===== config.mk =====
export PLATFORM = sky130hd
export DESIGN_NAME = rc_channel_frame_parser
export DESIGN_NICKNAME = d
export VERILOG_FILES = /design/src/hdl/rcfp_pkg.sv /design/src/hdl/rcfp_front.sv /design/src/hdl/rcfp_tok_fifo.sv /design/src/hdl/rcfp_back.sv /design/src/hdl/rc_channel_frame_parser.sv
export SDC_FILE = /design/constraint.sdc
export NUM_CORES = 1
export LEC_CHECK = 0
export ABC_AREA = 1
export BUFFER_PORTS_ARGS = -buffer_cell sky130_fd_sc_hd__buf_2
export CORE_MARGIN = 2
export CORE_UTILIZATION = 30
export DETAILED_ROUTE_END_ITERATION = 10
export PLACE_DENSITY_LB_ADDON = 0.08
export SETUP_SLACK_MARGIN = 0.2
export SYNTH_ARGS = -nofsm -noshare
export SYNTH_HDL_FRONTEND = slang
export SYNTH_SLANG_ARGS = --single-unit
export TNS_END_PERCENT = 100

===== constraint.sdc =====
create_clock -name clk_i -period 7.1 [get_ports clk_i]
set_clock_uncertainty 0.1 [all_clocks]
set_input_delay 1.065 -clock clk_i [delete_from_list [all_inputs] [get_ports clk_i]]
set_output_delay 1.065 -clock clk_i [all_outputs]
set_load 0.05 [all_outputs]

===== src/hdl/rcfp_pkg.sv =====
// rcfp_pkg: shared types and constants for the rc channel frame parser
// no dependencies; imported by rcfp_front, rcfp_back and the top level
package rcfp_pkg;

  // frame layout constants
  localparam logic [7:0]  HDR_FIRST         = 8'h20;
  localparam logic [7:0]  HDR_SECOND        = 8'h40;
  localparam logic [15:0] SUM_SEED          = 16'hFFFF;
  localparam logic [4:0]  LAST_PAYLOAD_CNT  = 5'd30;
  localparam logic [4:0]  FIRST_PAYLOAD_CNT = 5'd3;

  // field widths
  localparam int unsigned CH_IDX_W = 4;
  localparam int unsigned CH_VAL_W = 16;

  // parser phase
  typedef enum logic [2:0] {
    PH_IDLE    = 3'd0,
    PH_HDR0    = 3'd1,
    PH_PAYLOAD = 3'd2,
    PH_SUMLO   = 3'd3,
    PH_SUMHI   = 3'd4
  } phase_e;

  // emitter state
  typedef enum logic {
    BK_IDLE = 1'b0,
    BK_EMIT = 1'b1
  } bk_state_e;

  // channel store write port, front to back
  typedef struct packed {
    logic                en;
    logic                bank;
    logic [CH_IDX_W-1:0] slot;
    logic [CH_VAL_W-1:0] data;
  } store_wr_t;

  // good-frame token
  typedef struct packed {
    logic valid;
    logic bank;
  } tok_t;

endpackage


===== src/hdl/rcfp_front.sv =====
// rcfp_front: byte parser, checksum tracking and channel store writes
// depends on rcfp_pkg; pushes a bank token for every frame with a good checksum
module rcfp_front
  import rcfp_pkg::*;
#(
  parameter int unsigned NUM_CHANNELS = 14
) (
  input  logic        clk_i,
  input  logic        rst_ni,
  input  logic        rx_valid_i,
  output logic        rx_ready_o,
  input  logic [7:0]  rx_byte_i,
  input  logic [1:0]  bank_busy_i,
  output store_wr_t   wr_o,
  output tok_t        push_o
);

  localparam logic [CH_IDX_W:0] NumCh = (CH_IDX_W+1)'(NUM_CHANNELS);

  phase_e            phase_q, phase_d;
  logic [4:0]        count_q, count_d;
  logic [15:0]       sum_q, sum_d;
  logic [7:0]        sum_lo_q, sum_lo_d;
  logic [7:0]        lo_q, lo_d;
  logic              wr_bank_q, wr_bank_d;

  logic              accept;
  logic [4:0]        count_inc;
  logic [4:0]        slot_full;
  logic [CH_IDX_W-1:0] slot;
  logic [15:0]       sum_sub;
  logic              sum_match;

  // hold off while the bank being filled still waits to be emitted
  assign rx_ready_o = !bank_busy_i[wr_bank_q];
  assign accept     = rx_valid_i && rx_ready_o;

  assign count_inc = count_q + 5'd1;
  assign slot_full = count_inc - FIRST_PAYLOAD_CNT;
  assign slot      = slot_full[4:1];
  assign sum_sub   = sum_q - {8'h00, rx_byte_i};
  assign sum_match = ({rx_byte_i, sum_lo_q} == sum_q);

  // next phase
  always_comb begin
    phase_d = phase_q;
    if (accept) begin
      unique case (phase_q)
        PH_HDR0:    phase_d = (rx_byte_i == HDR_SECOND) ? PH_PAYLOAD : PH_IDLE;
        PH_PAYLOAD: if (count_inc >= LAST_PAYLOAD_CNT) phase_d = PH_SUMLO;
        PH_SUMLO:   phase_d = PH_SUMHI;
        PH_SUMHI:   phase_d = PH_IDLE;
        default:    phase_d = (rx_byte_i == HDR_FIRST) ? PH_HDR0 : PH_IDLE;
      endcase
    end
  end

  // datapath updates, store writes and token push
  always_comb begin
    count_d   = count_q;
    sum_d     = sum_q;
    sum_lo_d  = sum_lo_q;
    lo_d      = lo_q;
    wr_bank_d = wr_bank_q;
    wr_o      = '0;
    push_o    = '0;
    if (accept) begin
      unique case (phase_q)
        PH_HDR0: begin
          if (rx_byte_i == HDR_SECOND) begin
            count_d = 5'd2;
            sum_d   = sum_sub;
          end else begin
            count_d = 5'd0;
          end
        end
        PH_PAYLOAD: begin
          count_d = count_inc;
          sum_d   = sum_sub;
          if (count_inc >= FIRST_PAYLOAD_CNT) begin
            if (count_inc[0]) begin
              lo_d = rx_byte_i;
            end else if ({1'b0, slot} < NumCh) begin
              wr_o.en   = 1'b1;
              wr_o.bank = wr_bank_q;
              wr_o.slot = slot;
              wr_o.data = {rx_byte_i, lo_q};
            end
          end
        end
        PH_SUMLO: begin
          sum_lo_d = rx_byte_i;
        end
        PH_SUMHI: begin
          count_d = 5'd0;
          if (sum_match) begin
            push_o.valid = 1'b1;
            push_o.bank  = wr_bank_q;
            wr_bank_d    = !wr_bank_q;
          end
        end
        default: begin
          if (rx_byte_i == HDR_FIRST) begin
            count_d = 5'd1;
            sum_d   = SUM_SEED - {8'h00, rx_byte_i};
          end
        end
      endcase
    end
  end

  // registers
  always_ff @(posedge clk_i or negedge rst_ni) begin
    if (!rst_ni) begin
      phase_q   <= PH_IDLE;
      count_q   <= 5'd0;
      sum_q     <= 16'h0000;
      sum_lo_q  <= 8'h00;
      lo_q      <= 8'h00;
      wr_bank_q <= 1'b0;
    end else begin
      phase_q   <= phase_d;
      count_q   <= count_d;
      sum_q     <= sum_d;
      sum_lo_q  <= sum_lo_d;
      lo_q      <= lo_d;
      wr_bank_q <= wr_bank_d;
    end
  end

endmodule


===== src/hdl/rcfp_tok_fifo.sv =====
// rcfp_tok_fifo: two-entry queue of good-frame bank tokens
// depends on nothing beyond its ports; sits between parser and emitter
module rcfp_tok_fifo (
  input  logic clk_i,
  input  logic rst_ni,
  input  logic push_i,
  input  logic push_data_i,
  input  logic pop_i,
  output logic pop_data_o,
  output logic empty_o,
  output logic full_o
);

  logic [1:0] mem_q;
  logic       wr_ptr_q, wr_ptr_d;
  logic       rd_ptr_q, rd_ptr_d;
  logic [1:0] fill_q, fill_d;
  logic       do_push, do_pop;

  assign empty_o    = (fill_q == 2'd0);
  assign full_o     = (fill_q == 2'd2);
  assign pop_data_o = mem_q[rd_ptr_q];
  assign do_push    = push_i && !full_o;
  assign do_pop     = pop_i && !empty_o;

  // pointer and fill updates
  always_comb begin
    wr_ptr_d = do_push ? !wr_ptr_q : wr_ptr_q;
    rd_ptr_d = do_pop ? !rd_ptr_q : rd_ptr_q;
    fill_d   = fill_q;
    if (do_push && !do_pop) begin
      fill_d = fill_q + 2'd1;
    end else if (do_pop && !do_push) begin
      fill_d = fill_q - 2'd1;
    end
  end

  always_ff @(posedge clk_i or negedge rst_ni) begin
    if (!rst_ni) begin
      wr_ptr_q <= 1'b0;
      rd_ptr_q <= 1'b0;
      fill_q   <= 2'd0;
    end else begin
      wr_ptr_q <= wr_ptr_d;
      rd_ptr_q <= rd_ptr_d;
      fill_q   <= fill_d;
    end
  end

  // token storage
  always_ff @(posedge clk_i) begin
    if (do_push) begin
      mem_q[wr_ptr_q] <= push_data_i;
    end
  end

endmodule


===== src/hdl/rcfp_back.sv =====
// rcfp_back: two-bank channel store and the emitter that walks a good frame
// depends on rcfp_pkg; takes bank tokens from rcfp_tok_fifo
module rcfp_back
  import rcfp_pkg::*;
#(
  parameter int unsigned NUM_CHANNELS = 14
) (
  input  logic                clk_i,
  input  logic                rst_ni,
  input  store_wr_t           wr_i,
  input  tok_t                push_i,
  input  logic                fifo_empty_i,
  input  logic                fifo_data_i,
  output logic                fifo_pop_o,
  output logic [1:0]          bank_busy_o,
  output logic                out_valid_o,
  input  logic                out_ready_i,
  output logic [CH_IDX_W-1:0] channel_index_o,
  output logic [CH_VAL_W-1:0] channel_value_o,
  output logic                last_channel_o
);

  localparam int unsigned IdxW = (NUM_CHANNELS > 1) ? $clog2(NUM_CHANNELS) : 1;
  localparam logic [CH_IDX_W-1:0] LastIdx = CH_IDX_W'(NUM_CHANNELS - 1);

  logic [CH_VAL_W-1:0] store_q [2][NUM_CHANNELS];

  bk_state_e           state_q, state_d;
  logic                bank_q;
  logic [CH_IDX_W-1:0] idx_q;
  logic [1:0]          busy_q, busy_d;
  logic                out_valid_q;
  logic [CH_IDX_W-1:0] out_idx_q;
  logic [CH_VAL_W-1:0] out_val_q;
  logic                out_last_q;

  logic                load;
  logic                is_last;

  assign load    = (state_q == BK_EMIT) && (!out_valid_q || out_ready_i);
  assign is_last = (idx_q == LastIdx);

  // channel store, written by the parser
  always_ff @(posedge clk_i) begin
    if (wr_i.en) begin
      store_q[wr_i.bank][wr_i.slot[IdxW-1:0]] <= wr_i.data;
    end
  end

  // next state
  always_comb begin
    state_d = state_q;
    unique case (state_q)
      BK_IDLE: if (!fifo_empty_i) state_d = BK_EMIT;
      BK_EMIT: if (load && is_last) state_d = BK_IDLE;
      default: state_d = BK_IDLE;
    endcase
  end

  // state outputs
  always_comb begin
    fifo_pop_o = (state_q == BK_IDLE) && !fifo_empty_i;
  end

  // bank ownership: set by a good frame, freed once its last channel is read
  always_comb begin
    busy_d = busy_q;
    if (load && is_last) begin
      busy_d[bank_q] = 1'b0;
    end
    if (push_i.valid) begin
      busy_d[push_i.bank] = 1'b1;
    end
  end

  always_ff @(posedge clk_i or negedge rst_ni) begin
    if (!rst_ni) begin
      state_q     <= BK_IDLE;
      bank_q      <= 1'b0;
      idx_q       <= '0;
      busy_q      <= 2'b00;
      out_valid_q <= 1'b0;
    end else begin
      state_q <= state_d;
      busy_q  <= busy_d;
      if (fifo_pop_o) begin
        bank_q <= fifo_data_i;
        idx_q  <= '0;
      end else if (load) begin
        idx_q <= idx_q + 1'b1;
      end
      if (load) begin
        out_valid_q <= 1'b1;
      end else if (out_ready_i) begin
        out_valid_q <= 1'b0;
      end
    end
  end

  // output word register
  always_ff @(posedge clk_i) begin
    if (load) begin
      out_idx_q  <= idx_q;
      out_val_q  <= store_q[bank_q][idx_q[IdxW-1:0]];
      out_last_q <= is_last;
    end
  end

  assign bank_busy_o     = busy_q;
  assign out_valid_o     = out_valid_q;
  assign channel_index_o = out_idx_q;
  assign channel_value_o = out_val_q;
  assign last_channel_o  = out_last_q;

endmodule


===== src/hdl/rc_channel_frame_parser.sv =====
// channel   | dir | handshake                | word
// rx        | in  | rx_valid_i / rx_ready_o  | rx_byte_i
// channel   | out | out_valid_o / out_ready_i| channel_index_o, channel_value_o, last_channel_o
//
// one received byte is taken per cycle while the bank being filled is free.
// a checksum byte that matches hands the frame's bank to the emitter, which
// sends NUM_CHANNELS words from its output register at one per cycle while out_ready_i is high.
// two channel banks let the next frame fill while the last one drains; the
// input stalls only when both banks still wait to be emitted.
// rst_ni clears parser phase, queue and emitter; channel banks are not reset.
//
// top level: parser front, token queue and emitter back; depends on rcfp_pkg
module rc_channel_frame_parser
  import rcfp_pkg::*;
#(
  parameter int unsigned NUM_CHANNELS = 14
) (
  input  logic                clk_i,
  input  logic                rst_ni,
  input  logic                rx_valid_i,
  output logic                rx_ready_o,
  input  logic [7:0]          rx_byte_i,
  output logic                out_valid_o,
  input  logic                out_ready_i,
  output logic [CH_IDX_W-1:0] channel_index_o,
  output logic [CH_VAL_W-1:0] channel_value_o,
  output logic                last_channel_o
);

  store_wr_t  wr;
  tok_t       push;
  logic [1:0] bank_busy;
  logic       fifo_pop;
  logic       fifo_data;
  logic       fifo_empty;
  logic       fifo_full;

  // parser
  rcfp_front #(
    .NUM_CHANNELS(NUM_CHANNELS)
  ) u_front (
    .clk_i      (clk_i),
    .rst_ni     (rst_ni),
    .rx_valid_i (rx_valid_i),
    .rx_ready_o (rx_ready_o),
    .rx_byte_i  (rx_byte_i),
    .bank_busy_i(bank_busy),
    .wr_o       (wr),
    .push_o     (push)
  );

  // good-frame queue
  rcfp_tok_fifo u_fifo (
    .clk_i      (clk_i),
    .rst_ni     (rst_ni),
    .push_i     (push.valid),
    .push_data_i(push.bank),
    .pop_i      (fifo_pop),
    .pop_data_o (fifo_data),
    .empty_o    (fifo_empty),
    .full_o     (fifo_full)
  );

  // store and emitter
  rcfp_back #(
    .NUM_CHANNELS(NUM_CHANNELS)
  ) u_back (
    .clk_i          (clk_i),
    .rst_ni         (rst_ni),
    .wr_i           (wr),
    .push_i         (push),
    .fifo_empty_i   (fifo_empty),
    .fifo_data_i    (fifo_data),
    .fifo_pop_o     (fifo_pop),
    .bank_busy_o    (bank_busy),
    .out_valid_o    (out_valid_o),
    .out_ready_i    (out_ready_i),
    .channel_index_o(channel_index_o),
    .channel_value_o(channel_value_o),
    .last_channel_o (last_channel_o)
  );

  // token queue never overflows
  a_no_push_full: assert property (@(posedge clk_i) disable iff (!rst_ni)
    push.valid |-> !fifo_full)
    else $error("token pushed into a full queue");

  // parser never writes a bank that still waits to be emitted
  a_no_write_busy: assert property (@(posedge clk_i) disable iff (!rst_ni)
    wr.en |-> !bank_busy[wr.bank])
    else $error("write into a busy channel bank");

  // last marker only on the final channel
  a_last_index: assert property (@(posedge clk_i) disable iff (!rst_ni)
    (out_valid_o && last_channel_o) |-> (channel_index_o == CH_IDX_W'(NUM_CHANNELS - 1)))
    else $error("last marker on wrong channel index");

  // a word after the last one restarts at channel zero
  a_restart: assert property (@(posedge clk_i) disable iff (!rst_ni)
    (out_valid_o && out_ready_i && last_channel_o) ##1 out_valid_o
      |-> (channel_index_o == '0))
    else $error("new frame does not start at channel zero");

endmodule

Word-level counts from Yosys, hierarchy flattened --
Memories as Yosys holds them, arrays and structs flattened. Index checks and enable logic that the tools add are counted. W data, S select, Z words.
Word-level totals: register bits 77, memory bits (writable) 448, input port bits 12, output and inout bits 23, word-level logic and storage cells 141, memories kept 1
Memory list:
- u_back.store_q | words 2, width 224, read ports 1, clocked after Yosys merged registers in 0, write ports 1, line rcfp_back.sv:26 | logic [CH_VAL_W-1:0] store_q [2][NUM_CHANNELS];
Cells by class: add/sub/neg operators 7, magnitude comparators 14, equality and inequality tests 11, multiplexer cells 47, bitwise logic cells 8, reduce and logical (&&, ||, !) cells 35
Operator list (count):
- $mux W224 | 1
- $mux W22 | 5
- $mux W16 | 5
- $bmux W16 S4 | 1
- $demux W16 S4 | 1
- $pmux W16 S3 | 1
- $pmux W5 S4 | 1
- $mux W2 | 9
- $eq A16 B16 Y1 | 1
- $sub A16 B8 Y16 | 1
- $ge A5 B5 Y1 const B | 3
- $mux W1 | 13
- $logic_and A1 B1 Y1 | 12
- $pmux W3 S4 | 1
- $lt A1 B2 Y1 const B | 5
- $not A4 Y5 | 2
- $sub A1 B9 Y10 const A | 1
- $logic_not A1 Y1 | 9
- $eq A8 B6 Y1 const B | 1
- $eq A8 B7 Y1 const B | 1
- $mux W4 | 2
- $reduce_and A4 Y1 | 2
- $eq A3 B2 Y1 const B | 2
- $reduce_and A3 Y1 | 2
- 30 further kinds | 40

Depth between registers and ports, before layout --
depth after elaboration 14, depth in mapped cells 16, mapped depth without buffers 16

Modules after synthesis --
From an unflattened synthesis, not the netlist that was laid out.
Unflattened totals: cell total of the unflattened synthesis 2406, area, all modules 23832.9 um2
Modules (own cells, without submodules):
- rcfp_back | times used 1, cells each 1899, area an instance 20279.4 um2, seq. area each 14308.7 um2
- rcfp_front | times used 1, cells each 470, area an instance 3248.1 um2, seq. area each 1026.0 um2
- rcfp_tok_fifo | times used 1, cells each 37, area an instance 305.3 um2, seq. area each 160.2 um2

Worst setup path before layout --
Ideal clock, no wire load.
path kind reg-to-reg, start reg u_front.wr_bank_q, end mem u_back.store_q[0][208] in the netlist's numbering, enable pin, setup time 0.409 ns, data arrival time 2.865 ns, data required time 6.591 ns, setup slack 3.726 ns, cell stages (with the launch flop) 10, path buffers 1, period minus slack after synthesis 3.374 ns, path through dfrtp_1 -> buf_6 -> inv_2 -> o21ai_2 -> nand2_2 -> clkinv_2 -> nand2_2 -> nor2_8 -> nand4_1 -> nor3_1
On the way: cells in the longest elaborated chain, start to end 11, elaborated cells between the ends (all ways) 17, classes of those cells order compare: 2; mux: 11; bitwise: 1; reduce/logical: 3
Ends and longest elaborated chain:
- from (decl) | line rcfp_front.sv:25 | logic wr_bank_q, wr_bank_d;
- from (signal assigned) | line rcfp_front.sv:127 | wr_bank_q <= wr_bank_d;
- $mux W1 (implied by the code) (*) (2 in series) | line rcfp_front.sv:35 | assign rx_ready_o = !bank_busy_i[wr_bank_q];
- $logic_not A1 Y1 (*) | line rcfp_front.sv:35
- named net rx_ready_o | line rc_channel_frame_parser.sv:21 | output logic rx_ready_o,
- $logic_and A1 B1 Y1 (*) | line rcfp_front.sv:36 | assign accept = rx_valid_i && rx_ready_o;
- $mux W22 (*) | line rcfp_front.sv:67 | if (accept) begin
- $not A4 Y5 (implied by the code) | line rcfp_back.sv:46 | store_q[wr_i.bank][wr_i.slot[IdxW-1:0]] <= wr_i.data;
- $ge A5 B5 Y1 (implied by the code) / $lt A5 B1 Y1 (equally long branches) | line rcfp_back.sv:46
- $logic_and A1 B1 Y1 (implied by the code) | line rcfp_back.sv:46
- $mux W16 (implied by the code) | line rcfp_back.sv:46
- $demux W16 S4 | line rcfp_back.sv:46
- $mux W224 (implied by the code) | line rcfp_back.sv:46
- to (decl) | line rcfp_back.sv:26
The timed path passes the listed nets; every way through them passes the cells marked *. The select of a mux whose other input is x is not followed.

Worst setup path in the final report --
start reg u_back.idx_q[0], end reg u_back.out_val_q[14], in the netlist u_back.channel_value_o[14] (data pin)
On the way: cells in the longest elaborated chain, start to end 4
Ends and longest elaborated chain:
- from (decl) | line rcfp_back.sv:30 | logic [CH_IDX_W-1:0] idx_q;
- from (signal assigned) | line rcfp_back.sv:90 | idx_q <= idx_q + 1'b1;
- $not A4 Y5 (implied by the code) | line rcfp_back.sv:104 | out_val_q <= store_q[bank_q][idx_q[IdxW-1:0]];
- $bmux W16 S4 | line rcfp_back.sv:104
- $mux W16 (implied by the code) (2 in series) | line rcfp_back.sv:104
- to (signal assigned) | line rcfp_back.sv:104
- to (decl) | line rcfp_back.sv:34 | logic [CH_VAL_W-1:0] out_val_q;
No other way between the ends. The select of a mux whose other input is x is not followed. A chain may end at the register's enable or synchronous reset.

==> impl_metrics.env <==
export IMPL_outcome="completed"
export IMPL_hold_viol=0
export IMPL_numPortBuffers=34
export IMPL_antenna_found_initial=1
export IMPL_clock_latency_ps=620
export IMPL_drc=0
export IMPL_root_buffer="clkbuf_16"
export IMPL_rows=98
export IMPL_clkPwrFrac_pct=28.5
export IMPL_drive_above_1_share_pct=11.3
export IMPL_timing_hold_ws_ps=370
export IMPL_synth_area_leaders="edfxtp_1 65%, dfrtp_1 6.2%, o21ai_0 6.2%"
export IMPL_intPower_mw=6.23
export IMPL_cp_max_fo=71
export IMPL_p_per_area_nw_per_um2=412
export IMPL_crit_path_start_kind="register"
export IMPL_drt_initial_drc_count=1143
export IMPL_routed_wl_um=66900
export IMPL_dieHeight_um=273
export IMPL_io_pins=35
export IMPL_seqPwrFrac_pct=37.9
export IMPL_synth_seq_cells=525
export IMPL_required_ps=7490
export IMPL_period_share_pct=54.0
export IMPL_grt_pass1_wl_um=98000
export IMPL_maxCapViolCount=0
export IMPL_core_area_um2=71700
export IMPL_cts_tree="done"
export IMPL_slew_headroom_pct=18.5
export IMPL_fin_ws_ps=3270
export IMPL_clk_path_buf_depth=3
export IMPL_dp_hpwl_um=38900
export IMPL_setup_violations_final=0
export IMPL_track_usage_pct=17.9
export IMPL_synth_cell_types=46
export IMPL_net_switching_power_mw=4.07
export IMPL_route_detailed_wl_per_inst_um=23.5
export IMPL_peakVddDrop_mv=0.239
export IMPL_h_tree_depth=2
export IMPL_pre_cts_slack_ps=3320
export IMPL_cts_made_buffers=59
export IMPL_power_leakage_nw=8.15
export IMPL_tns_ps=0
export IMPL_post_cts_resized=0
export IMPL_rsz0062_at_grt="false"
export IMPL_fmax_mhz=261
export IMPL_layout_common_cells="471 x edfxtp_1, 269 x o21ai_0, 267 x nor2_1"
export IMPL_synth_nets=1840
export IMPL_drt_pass1_iterations=7
export IMPL_fin_crit_ps=3830
export IMPL_fin_cells=2846
export IMPL_area_delta_synth_final_pct=14.7
export IMPL_clk_pin_slew_ps=60
export IMPL_cts_setup_buffers=0
export IMPL_swShare_pct=39.5
export IMPL_final_common_cell="edfxtp_1"
export IMPL_yosys_warnings=0
export IMPL_worstPathArrival_ps=4220
export IMPL_yosysSeqAreaShare_pct=71.1
export IMPL_placedInstanceArea_um2=23100
export IMPL_overflow=0
export IMPL_fillCellCount=7115
export IMPL_via_count=14200
export IMPL_grt_max_degree=100
export IMPL_drt_vias_per_instance=4.99
export IMPL_syn_inst=1813
export IMPL_combPwrFrac_pct=33.7
export IMPL_path_class="reg2reg"
export IMPL_drv_slew=0
export IMPL_synth_edf_count=471
export IMPL_final_area_um2=25000
export IMPL_die_area_um2=74800
export IMPL_grt_pass1_vias=14100
export IMPL_die_x_um=273
export IMPL_async_flop_share_pct=10.3
export IMPL_hp_class="reg2reg"
export IMPL_cts_sinks=525
export IMPL_place_inst=2735
export IMPL_ant_nets=0
export IMPL_synth_area_um2=21800
export IMPL_syn_area_per_cell_um2=12.0
export IMPL_synth_ff_type="edfxtp_1"
export IMPL_power_mw=10.3
export IMPL_initial_core_util_pct=30.4
export IMPL_yosys_area_top_type="edfxtp_1"
export IMPL_utilization_pct=34.8
export IMPL_multi_input_area_um2=5640
export IMPL_end_kind="register"
export IMPL_yosysTopAreaCellShare_pct=64.9
export IMPL_nNetsFinal=1873
export IMPL_cts_hold_buf=0
export IMPL_gp_congestion=0.774
export IMPL_register_area_um2=15500
export IMPL_worst_slew_pin_slew_ps=1220
==> routing by layer <==
metal	up-vias	part of all wire (%)	global-route usage [%]
li1	6646	-	-
met5	-	0.030	0
met4	2	2.4	4.86
met2	348	46	28.4
met3	82	4.7	2.61
met1	7123	47	25.5
==> cells by family (layout without fill, tap and decap cells) <==
logic type / after synthesis / after routing / synth area share, %
buffers and inverters: 196 / 277 / 3.55
other: 0 / 2 / 0
and+or+nand+nor: 626 / 626 / 12.1
AOI/OAI and AO/OA: 426 / 426 / 11.3
xor gates and xnor gates: 25 / 25 / 1.01
DFF: 525 / 525 / 71.1
adders and majority gates: 15 / 15 / 0.896
==> final timing paths <==
path | to | start | slack [ps] | depth (start not counted)
worst max-delay path | u_back.channel_value_o[14] | u_back.idx_q[0] | 3270 | 8
worst min-delay path | u_fifo.fill_q[0] | u_fifo.fill_q[0] | 370 | 1
worst max register to register | u_back.channel_value_o[14] | u_back.idx_q[0] | 3270 | 8
worst min register to register | u_fifo.fill_q[0] | u_fifo.fill_q[0] | 370 | 1
max in group asynchronous | u_back.idx_q[0] | rst_ni | 5780 | 2
min in group asynchronous | u_front.count_q[2] | rst_ni | 490 | 2
==> critical path: stages, from the launching register on <==
cell and delay (ps):
dfrtp_4 630, clkinv_2 530, buf_4 820, o21ai_0 280, o221ai_1 530, nand3_1 280
nand3_1 260, nand2_1 90, inv_1 60
==> Yosys cell counts, types with 9 or more instances <==
cell type and instances:
a21oi_1 14, buf_2 12, clkbuf_1 76, dfrtp_1 54, edfxtp_1 471, ha_1 14
inv_1 88, nand2_1 186, nand3_1 79, nand4_1 25, nor2_1 302, nor3_1 9
o211ai_1 17, o21ai_0 269, o221ai_1 49, o22ai_1 62, xnor2_1 19
==> power groups by stage <==
stage	clock (mW)	combinational, mW	sequential (mW)
CTS	3.01	3.53	3.91
detailed placement	0	3.51	3.97
global placement	0	3.51	3.97
floorplan	0	2.13	4.05
global route	3.12	3.85	3.93
finish	2.93	3.46	3.90
==> flip-flops by register name, summed over array words and instances (netlist names), 3 cells and up <==
register and flops:
u_front.phase_q 3, u_back.channel_index_o 4, u_front.sum_lo_q 8, u_front.sum_q 16, u_back.store_q 448, u_back.idx_q 4
u_back.channel_value_o 16, u_front.count_q 5, u_front.lo_q 8
==> layout make-up <==
class | instances | share of cell area, %
sequential | 525 | 62.1
inverter | 98 | 1.51
timing repair buffer | 70 | 1.76
clock buffer | 78 | 6.28
multi-input combinational | 1092 | 22.6
clock inverter | 31 | 1.03
tap | 950 | 4.76
antenna | 2 | 0.0200
(Power assumes the default switching activity.)
